`config.mk`:
```
export PLATFORM = sky130hd
export DESIGN_NAME = sorted_priority_queue_unit
export DESIGN_NICKNAME = d
export VERILOG_FILES = /design/src/sv/spq_pkg.sv /design/src/sv/spq_ram.sv /design/src/sv/sorted_priority_queue_unit.sv
export SDC_FILE = /design/constraint.sdc
export NUM_CORES = 2
export LEC_CHECK = 0
export ABC_AREA = 1
export BUFFER_PORTS_ARGS = -buffer_cell sky130_fd_sc_hd__buf_4
export CAP_MARGIN = 10
export CORE_MARGIN = 2
export CORE_UTILIZATION = 56
export CTS_CLUSTER_DIAMETER = 60
export CTS_CLUSTER_SIZE = 24
export DETAILED_ROUTE_END_ITERATION = 6
export PLACE_DENSITY = 0.76
export SYNTH_ARGS = -nofsm -noshare
export SYNTH_HDL_FRONTEND = slang
export SYNTH_HIERARCHICAL = 1
export SYNTH_SLANG_ARGS = --single-unit
```
`constraint.sdc`:
```
create_clock -name i_clk -period 4.77 [get_ports i_clk]
set_input_delay 1.431 -clock i_clk [delete_from_list [all_inputs] [get_ports i_clk]]
set_output_delay 1.431 -clock i_clk [all_outputs]
set_load 0.05 [all_outputs]
```
`src/sv/spq_pkg.sv`:
```
// shared types, codes and defaults for the sorted priority queue
`default_nettype none

package spq_pkg;

    // default sizes handed to the top level parameters
    localparam int DEFAULT_CAPACITY      = 64;
    localparam int DEFAULT_ELEMENT_BITS  = 16;
    localparam int DEFAULT_PRIORITY_BITS = 16;

    // action codes
    localparam logic [2:0] ACT_INSERT      = 3'd0;
    localparam logic [2:0] ACT_REMOVE_HEAD = 3'd1;
    localparam logic [2:0] ACT_REMOVE      = 3'd2;
    localparam logic [2:0] ACT_CHANGE      = 3'd3;
    localparam logic [2:0] ACT_CONTAINS    = 3'd4;
    localparam logic [2:0] ACT_CLEAR       = 3'd5;
    localparam logic [2:0] ACT_ITER_FIRST  = 3'd6;
    localparam logic [2:0] ACT_ITER_NEXT   = 3'd7;

    // status codes
    localparam logic [1:0] ST_OK        = 2'd0;
    localparam logic [1:0] ST_NOT_FOUND = 2'd1;
    localparam logic [1:0] ST_FULL      = 2'd2;
    localparam logic [1:0] ST_END       = 2'd3;

    // request transfer
    typedef struct packed {
        logic [2:0]  action;
        logic [15:0] element_id;
        logic [15:0] priority_req;
        logic [15:0] match_priority;
    } t_in_item;

    // result transfer
    typedef struct packed {
        logic [1:0]  status;
        logic        found;
        logic [15:0] element_out;
        logic [15:0] priority_out;
        logic [6:0]  entry_count;
    } t_out_item;

endpackage

`default_nettype wire

```
`src/sv/spq_ram.sv`:
```
// generic single write port, single read port ram with registered read
`default_nettype none

module spq_ram #(
    parameter int WIDTH = 32,
    parameter int DEPTH = 64
) (
    input  wire logic                                    i_clk,
    input  wire logic                                    i_wr_en,
    input  wire logic [((DEPTH > 1) ? $clog2(DEPTH) : 1)-1:0] i_wr_addr,
    input  wire logic [WIDTH-1:0]                        i_wr_data,
    input  wire logic                                    i_rd_en,
    input  wire logic [((DEPTH > 1) ? $clog2(DEPTH) : 1)-1:0] i_rd_addr,
    output logic      [WIDTH-1:0]                        o_rd_data
);

    logic [WIDTH-1:0] r_mem [DEPTH];

    // write port and registered read port
    always_ff @(posedge i_clk) begin
        if (i_wr_en) begin
            r_mem[i_wr_addr] <= i_wr_data;
        end
        if (i_rd_en) begin
            o_rd_data <= r_mem[i_rd_addr];
        end
    end

endmodule

`default_nettype wire

```
`src/sv/sorted_priority_queue_unit.sv`:
```
// sorted priority queue: table walker sequencer over one ram
//
// Usage: requests come in on the i_in_* channel (valid/stall), one action per
// transfer; every request yields exactly one result transfer on o_out_*.
// Entries are kept in descending priority, equal priorities in arrival order.
// The table lives in one ram; a single sequencer walks it one entry per
// cycle through the ram read port, with one shared compare unit, shifting
// entries as it goes. o_in_stall is high from the cycle after a request is
// taken until its result is loaded into the output register.
// Clear, insert into a full table, remove head when empty and iterate go
// straight to the result; insert walks the table backward, remove head, remove
// and contains walk it forward, and change priority walks forward, then back.
// One request at a time: the next one is taken the cycle after the result is
// loaded; a new request is taken while that result still waits in the output
// register, and its own result waits in the sequencer until the register frees.
// Reset empties the queue and the cursor at once; the ram is not cleared,
// since only entries below the count are ever read.
// When the receiver stalls, the result holds on o_out_data unchanged.
`default_nettype none

module sorted_priority_queue_unit #(
    parameter int CAPACITY      = spq_pkg::DEFAULT_CAPACITY,
    parameter int ELEMENT_BITS  = spq_pkg::DEFAULT_ELEMENT_BITS,
    parameter int PRIORITY_BITS = spq_pkg::DEFAULT_PRIORITY_BITS
) (
    input  wire logic              i_clk,
    input  wire logic              i_rst_n,
    input  wire logic              i_in_valid,
    output logic                   o_in_stall,
    input  wire spq_pkg::t_in_item i_in_data,
    output logic                   o_out_valid,
    input  wire logic              i_out_stall,
    output spq_pkg::t_out_item     o_out_data
);

    localparam int EB = ELEMENT_BITS;
    localparam int PB = PRIORITY_BITS;
    localparam int CW = $clog2(CAPACITY + 1);
    localparam int AW = (CAPACITY > 1) ? $clog2(CAPACITY) : 1;

    typedef enum logic [1:0] {
        S_IDLE,
        S_SCAN,
        S_INS,
        S_RESULT
    } t_state;

    t_state             r_state, n_state;
    logic [CW-1:0]      r_occ, n_occ;
    logic [AW-1:0]      r_cur, n_cur;
    logic               r_cur_valid, n_cur_valid;
    logic [2:0]         r_action, n_action;
    logic [EB-1:0]      r_el, n_el;
    logic [PB-1:0]      r_pr, n_pr;
    logic [PB-1:0]      r_oldp, n_oldp;
    logic [CW-1:0]      r_idx, n_idx;
    logic [AW-1:0]      r_didx, n_didx;
    logic               r_pend, n_pend;
    logic               r_hit, n_hit;
    logic [1:0]         r_status, n_status;
    logic               r_found, n_found;
    logic               r_out_valid, n_out_valid;
    spq_pkg::t_out_item r_out, n_out;

    logic               w_rd_en;
    logic [AW-1:0]      w_rd_addr;
    logic               w_wr_en;
    logic [AW-1:0]      w_wr_addr;
    logic [EB+PB-1:0]   w_wr_data;
    logic [EB+PB-1:0]   w_rd_data;
    logic [EB-1:0]      w_rd_el;
    logic [PB-1:0]      w_rd_pr;
    logic               w_el_eq;
    logic               w_pr_eq;
    logic               w_pr_ge;
    logic               w_match;
    logic               w_iter;
    logic [CW-1:0]      w_idx_m1;
    logic [CW-1:0]      w_idx_m2;

    // table storage, element in the upper bits, priority in the lower
    spq_ram #(
        .WIDTH(EB + PB),
        .DEPTH(CAPACITY)
    ) u_ram (
        .i_clk    (i_clk),
        .i_wr_en  (w_wr_en),
        .i_wr_addr(w_wr_addr),
        .i_wr_data(w_wr_data),
        .i_rd_en  (w_rd_en),
        .i_rd_addr(w_rd_addr),
        .o_rd_data(w_rd_data)
    );

    assign w_rd_el = w_rd_data[EB+PB-1:PB];
    assign w_rd_pr = w_rd_data[PB-1:0];

    // shared compare unit on the entry coming out of the ram
    assign w_el_eq = (w_rd_el == r_el);
    assign w_pr_eq = (w_rd_pr == r_oldp);
    assign w_pr_ge = (w_rd_pr >= r_pr);
    assign w_match = (r_action == spq_pkg::ACT_REMOVE_HEAD) ||
                     (w_el_eq && ((r_action != spq_pkg::ACT_CHANGE) || w_pr_eq));
    assign w_iter  = (r_action == spq_pkg::ACT_ITER_FIRST) ||
                     (r_action == spq_pkg::ACT_ITER_NEXT);

    assign w_idx_m1 = r_idx - CW'(1);
    assign w_idx_m2 = r_idx - CW'(2);

    assign o_in_stall  = (r_state != S_IDLE);
    assign o_out_valid = r_out_valid;
    assign o_out_data  = r_out;

    // sequencer next state
    always_comb begin
        n_state     = r_state;
        n_occ       = r_occ;
        n_cur       = r_cur;
        n_cur_valid = r_cur_valid;
        n_action    = r_action;
        n_el        = r_el;
        n_pr        = r_pr;
        n_oldp      = r_oldp;
        n_idx       = r_idx;
        n_didx      = r_didx;
        n_pend      = r_pend;
        n_hit       = r_hit;
        n_status    = r_status;
        n_found     = r_found;
        n_out_valid = r_out_valid;
        n_out       = r_out;
        w_rd_en     = 1'b0;
        w_rd_addr   = '0;
        w_wr_en     = 1'b0;
        w_wr_addr   = '0;
        w_wr_data   = '0;

        // output register drains on a transfer
        if (r_out_valid && !i_out_stall) begin
            n_out_valid = 1'b0;
        end

        unique case (r_state)
            S_IDLE: begin
                if (i_in_valid) begin
                    n_action = i_in_data.action;
                    n_el     = EB'(i_in_data.element_id);
                    n_pr     = PB'(i_in_data.priority_req);
                    n_oldp   = PB'(i_in_data.match_priority);
                    n_status = spq_pkg::ST_OK;
                    n_found  = 1'b0;
                    n_idx    = '0;
                    n_pend   = 1'b0;
                    n_hit    = 1'b0;
                    unique case (i_in_data.action) inside
                        spq_pkg::ACT_INSERT: begin
                            n_cur_valid = 1'b0;
                            if (r_occ >= CW'(CAPACITY)) begin
                                n_status = spq_pkg::ST_FULL;
                                n_state  = S_RESULT;
                            end else begin
                                n_idx   = r_occ;
                                n_state = S_INS;
                            end
                        end
                        spq_pkg::ACT_REMOVE_HEAD: begin
                            n_cur_valid = 1'b0;
                            if (r_occ == '0) begin
                                n_status = spq_pkg::ST_END;
                                n_state  = S_RESULT;
                            end else begin
                                n_state = S_SCAN;
                            end
                        end
                        spq_pkg::ACT_REMOVE, spq_pkg::ACT_CHANGE: begin
                            n_cur_valid = 1'b0;
                            n_state     = S_SCAN;
                        end
                        spq_pkg::ACT_CONTAINS: begin
                            n_state = S_SCAN;
                        end
                        spq_pkg::ACT_CLEAR: begin
                            n_occ       = '0;
                            n_cur_valid = 1'b0;
                            n_state     = S_RESULT;
                        end
                        spq_pkg::ACT_ITER_FIRST: begin
                            if (r_occ == '0) begin
                                n_cur_valid = 1'b0;
                                n_status    = spq_pkg::ST_END;
                            end else begin
                                n_cur       = '0;
                                n_cur_valid = 1'b1;
                                w_rd_en     = 1'b1;
                                w_rd_addr   = '0;
                            end
                            n_state = S_RESULT;
                        end
                        spq_pkg::ACT_ITER_NEXT: begin
                            if (r_cur_valid && ((CW'(r_cur) + CW'(1)) < r_occ)) begin
                                n_cur     = r_cur + AW'(1);
                                w_rd_en   = 1'b1;
                                w_rd_addr = r_cur + AW'(1);
                            end else begin
                                n_cur_valid = 1'b0;
                                n_status    = spq_pkg::ST_END;
                            end
                            n_state = S_RESULT;
                        end
                    endcase
                end
            end

            // forward walk: find the first match, then pull later entries down
            S_SCAN: begin
                if (r_idx < r_occ) begin
                    w_rd_en   = 1'b1;
                    w_rd_addr = r_idx[AW-1:0];
                    n_idx     = r_idx + CW'(1);
                    n_didx    = r_idx[AW-1:0];
                    n_pend    = 1'b1;
                end else begin
                    n_pend = 1'b0;
                end
                if (r_pend) begin
                    if (r_hit) begin
                        w_wr_en   = 1'b1;
                        w_wr_addr = r_didx - AW'(1);
                        w_wr_data = w_rd_data;
                    end else if (w_match) begin
                        if (r_action == spq_pkg::ACT_CONTAINS) begin
                            n_found  = 1'b1;
                            n_status = spq_pkg::ST_OK;
                            n_state  = S_RESULT;
                        end else begin
                            n_hit = 1'b1;
                        end
                    end
                end else if (r_idx >= r_occ) begin
                    if (!r_hit) begin
                        n_status = spq_pkg::ST_NOT_FOUND;
                        n_state  = S_RESULT;
                    end else begin
                        n_occ = r_occ - CW'(1);
                        if (r_action == spq_pkg::ACT_CHANGE) begin
                            n_idx   = r_occ - CW'(1);
                            n_pend  = 1'b0;
                            n_state = S_INS;
                        end else begin
                            n_state = S_RESULT;
                        end
                    end
                end
            end

            // backward walk: shift lower priorities up, drop the new entry in
            S_INS: begin
                if (!r_pend) begin
                    if (r_idx == '0) begin
                        w_wr_en   = 1'b1;
                        w_wr_addr = '0;
                        w_wr_data = {r_el, r_pr};
                        n_occ     = r_occ + CW'(1);
                        n_status  = spq_pkg::ST_OK;
                        n_state   = S_RESULT;
                    end else begin
                        w_rd_en   = 1'b1;
                        w_rd_addr = w_idx_m1[AW-1:0];
                        n_pend    = 1'b1;
                    end
                end else if (w_pr_ge) begin
                    w_wr_en   = 1'b1;
                    w_wr_addr = r_idx[AW-1:0];
                    w_wr_data = {r_el, r_pr};
                    n_occ     = r_occ + CW'(1);
                    n_status  = spq_pkg::ST_OK;
                    n_pend    = 1'b0;
                    n_state   = S_RESULT;
                end else begin
                    w_wr_en   = 1'b1;
                    w_wr_addr = r_idx[AW-1:0];
                    w_wr_data = w_rd_data;
                    n_idx     = w_idx_m1;
                    if (w_idx_m1 == '0) begin
                        n_pend = 1'b0;
                    end else begin
                        w_rd_en   = 1'b1;
                        w_rd_addr = w_idx_m2[AW-1:0];
                        n_pend    = 1'b1;
                    end
                end
            end

            // load the output register once it is free
            S_RESULT: begin
                if (!r_out_valid || !i_out_stall) begin
                    n_out_valid        = 1'b1;
                    n_out.status       = r_status;
                    n_out.found        = r_found;
                    n_out.element_out  = (w_iter && (r_status == spq_pkg::ST_OK)) ?
                                         16'(w_rd_el) : 16'd0;
                    n_out.priority_out = (w_iter && (r_status == spq_pkg::ST_OK)) ?
                                         16'(w_rd_pr) : 16'd0;
                    n_out.entry_count  = 7'(r_occ);
                    n_state            = S_IDLE;
                end
            end
        endcase
    end

    // state and registered outputs
    always_ff @(posedge i_clk) begin
        if (!i_rst_n) begin
            r_state     <= S_IDLE;
            r_occ       <= '0;
            r_cur       <= '0;
            r_cur_valid <= 1'b0;
            r_pend      <= 1'b0;
            r_hit       <= 1'b0;
            r_out_valid <= 1'b0;
        end else begin
            r_state     <= n_state;
            r_occ       <= n_occ;
            r_cur       <= n_cur;
            r_cur_valid <= n_cur_valid;
            r_action    <= n_action;
            r_el        <= n_el;
            r_pr        <= n_pr;
            r_oldp      <= n_oldp;
            r_idx       <= n_idx;
            r_didx      <= n_didx;
            r_pend      <= n_pend;
            r_hit       <= n_hit;
            r_status    <= n_status;
            r_found     <= n_found;
            r_out_valid <= n_out_valid;
            r_out       <= n_out;
        end
    end

endmodule

`default_nettype wire

```
==> results.md <==
* Library cells used by synthesis at 53
* Worst hold stages at 0
* Clock skew at 0.0440 ns
* RSZ-0062 raised after global routing: no
* Fin cells at 10,200
* Clock Latency Late Sink at a little over 0.8 ns
* Area leader, netlist: edfxtp_1
* Compound-Gate Fraction of Synth Area at 0.986%
* Max-Cap Viols at 0
* Worst R2R End: u_ram/o_rd_data[7]
* Vias in the first global route at around 60,000
* Clock Path Buffers at 3
* Largest net degree at the start of global routing at 120
* Post-synthesis async set-or-reset flop share at 0%
* FF+latch area at 66,100 sq um
* Drt pass-1 iters at 7
* GRT Overall Usage at 30.5%
* R2R cell count at 25
* GP Congestion at 0.916
* P&R area growth vs syn at 12.3%
* Reg clk slew, reported paths at 0.08 ns
* Tmin final at ~4.7 ns
* Crit share post-route at between 90 and 100%
* Die Area at roughly 170,000 sq um
* Ys Warns at 6
* Die Ht at around 400 um
* Initial drt markers at between 10,000 and 15,000
* Syn_nets at 7,861
* Outcome: finished with violations
* CP endpoint kind: register
* Fillers at 11,600
* Slew Viols, Final at 0
* CP Launch Point: u_ram/o_rd_data[4]
* Area of the multi-input gates at 23,100 sq um
* WL/cell at 25.6 um
* Final Setup Violations at 0
* Final Hold Fails at 0
* Worst Path Max Fanout at 46
* Multiplexer share of the synthesized area at 0%
* Least-Margin Pin Slew at ~1.1 ns
* Sequential element share of the synthesized area at slightly above 70%
* Setup TNS at 0 ns
* Nets at about 8,000
* Vias/cell at 6.27
* Final Util at between 60% and 70%
* CTS tree: done
* Layout cells sized above 1 at between 10% and 20%
* Main flop type after synthesis: edfxtp_1
* Grt ovf at 0
* Hold_sp: r_found
* EDFF count, synth at 2,189
* Core area at between 150,000 and 200,000 sq um
* Starting Density at between 50% and 60%
* Register-to-register setup slack at 0.08 ns
* Slew margin rel. at 27.5%
* FMAX at 213 MHz
* Synthesized area at 91,400 sq um
* Synthesized area per cell at 11.8 sq um
* Failing checks: DRC
* Yosys reg bits at 2,208
* Final ANT Viol Nets at 0
* Hold-fix buffer count after cts at 0
* DP Wirelength at 146,000 um
* Setup CP Type: reg -> reg
* Routed vias at 63,700
* Synth Area in Adders at 0.616%
* DP Area at about 100,000 sq um
* Critical path data required time at 5.33 ns
* Overall Power at 57.5 mW
* XOR/XNOR share of the synthesized area at 0.259%
* CTS Sinks at 2,208
* Worst Hold Class: reg -> reg
* Worst hold slack at 0.439 ns
* DRC at 3
* Largest family of logic cells by synthesized area: simple AND/OR/NAND/NOR gates
* Cts bufs inserted at 133
* Row count at between 100 and 150
* DIE WIDTH at 408 um
* Post-route cell area at 103,000 sq um
* Lkg Pwr at 35.6 nW
* Min-Delay Endpoint: o_out_data[39]
* Setup ws final at 0.0784 ns
* H-tree depth at 4
* Peak supply drop at 433 uV
* Type of origin of the critical path: register
* Post-Place Cells at 9,916
* Initial antenna violation count at 6
* Routed wire length at 260,000 um
* Post-Synth Simple-Gate Area at 22.5%
* Synth top area cells: edfxtp_1, nand3_1, nand2_1
* Root Buffer: clkbuf_16
* Yosys top cell area share at 71.9%
* Port Buffers at 98
* Cell Pwr Density at 560 nW/um^2
* Cells after Synth at 7,761
* Crit path arrival time at about 5.3 ns
* IO Pins at between 90 and 100
* First-pass GRT wire length at 379,000 um
* Pre-CTS WS at -0.255 ns
* RR Startpoint: u_ram/o_rd_data[4]
-- flip-flops by register name (all words and copies together) (netlist names), 3 cells and up --
register / flops
r_oldp: 16
r_action: 3
r_pr: 16
r_occ: 7
r_didx: 6
u_ram/o_rd_data: 32
r_el: 16
u_ram/r_mem: 2048
r_idx: 7
o_out_data: 42
r_cur: 6
-- kinds of logic after synthesis --
logic type      count (synthesis)
simple gates                 4695
flops                        2208
buf+inv                       638
compound gates                148
fa+ha+maj                      45
xor+xnor                       27
-- cell usage after synthesis, types with 20 or more instances --
cell type	n
a21oi_1	71
a21oi_2	23
buf_1	58
buf_2	255
buf_4	47
buf_6	20
clkbuf_1	93
edfxtp_1	2189
ha_1	45
inv_1	146
nand2_1	2457
nand3_1	1958
nand3_2	23
nand4_1	20
nor2_1	171
nor3_1	25
xor2_1	20
-- report_power, final --
group          total (mW)  internal, mW  switching [mW]  leakage (nW)
registers            22.3          21.7           0.583          17.3
logic                22.5          7.07            15.5          16.1
clock network        12.7          6.20            6.49          2.17
-- routing by layer --
metal	part of all wire [%]	global-route usage, %	routed length, um
met3	15	7.51	38200
met2	45	46.0	117000
met1	36	42.2	93500
met4	4.5	14.0	11800
met5	0.0092	0	24
-- final cells by class --
type,count,share of cell area (%)
antenna,1,0.00244
clock buffer,150,3.47
clock inverter,74,0.892
inverter,163,0.697
multi-input combinational,4915,22.5
sequential,2208,64.4
tap,2175,2.65
timing repair buffer,466,5.45
timing repair inverter,2,0.0219
-- worst max path at each step --
stage	to	depth (start not counted)
final	u_ram/o_rd_data[7]	25
after global routing	u_ram/o_rd_data[22]	25
after CTS	u_ram/o_rd_data[22]	25
after detailed placement	u_ram/o_rd_data[14]	24
after global placement	u_ram/o_rd_data[14]	24
after floorplan	u_ram/r_mem[61][0]	14
-- repair_timing --
item / in CTS / in global routing
resized for setup: 6 / 30
cloned: 0 / 6
hold endpoints to repair: 0 / 0
setup buffers: 0 / 8
pin swaps: 0 / 1
setup endpoints to repair: 13 / 31
-- worst max-delay path, cell delays in order, from the launching register on --
cell and delay (ns):
edfxtp_1 0.82, ha_1 0.37, nand2_1 0.07, inv_1 0.04
nand2_1 0.09, nor2_1 0.06, nor2_1 0.08, nand2_1 0.06
nand2_2 0.17, nand2_1 0.12, nor2_4 0.22, nand2_2 0.10
nand2_1 0.07, nand2_1 0.08, a21oi_4 0.17, buf_12 0.15
buf_12 0.18, buf_12 0.28, buf_12 0.27, nand3_1 0.13
nand3_1 0.10, nand3_1 0.08, nand3_1 0.20, nand2_1 0.16
nand2_1 0.21, nand2_1 0.07
-- layout by cell type, fill, tap and decap left out, types with 27 or more instances in the layout --
cell / n
nand2_1: 2452
edfxtp_1: 2189
nand3_1: 1950
buf_4: 302
buf_12: 148
clkbuf_16: 145
inv_1: 139
nor2_1: 101
nor2_4: 75
a21oi_1: 65
ha_1: 44
nand3_2: 30
a21oi_4: 27
(Power assumes the default switching activity.)
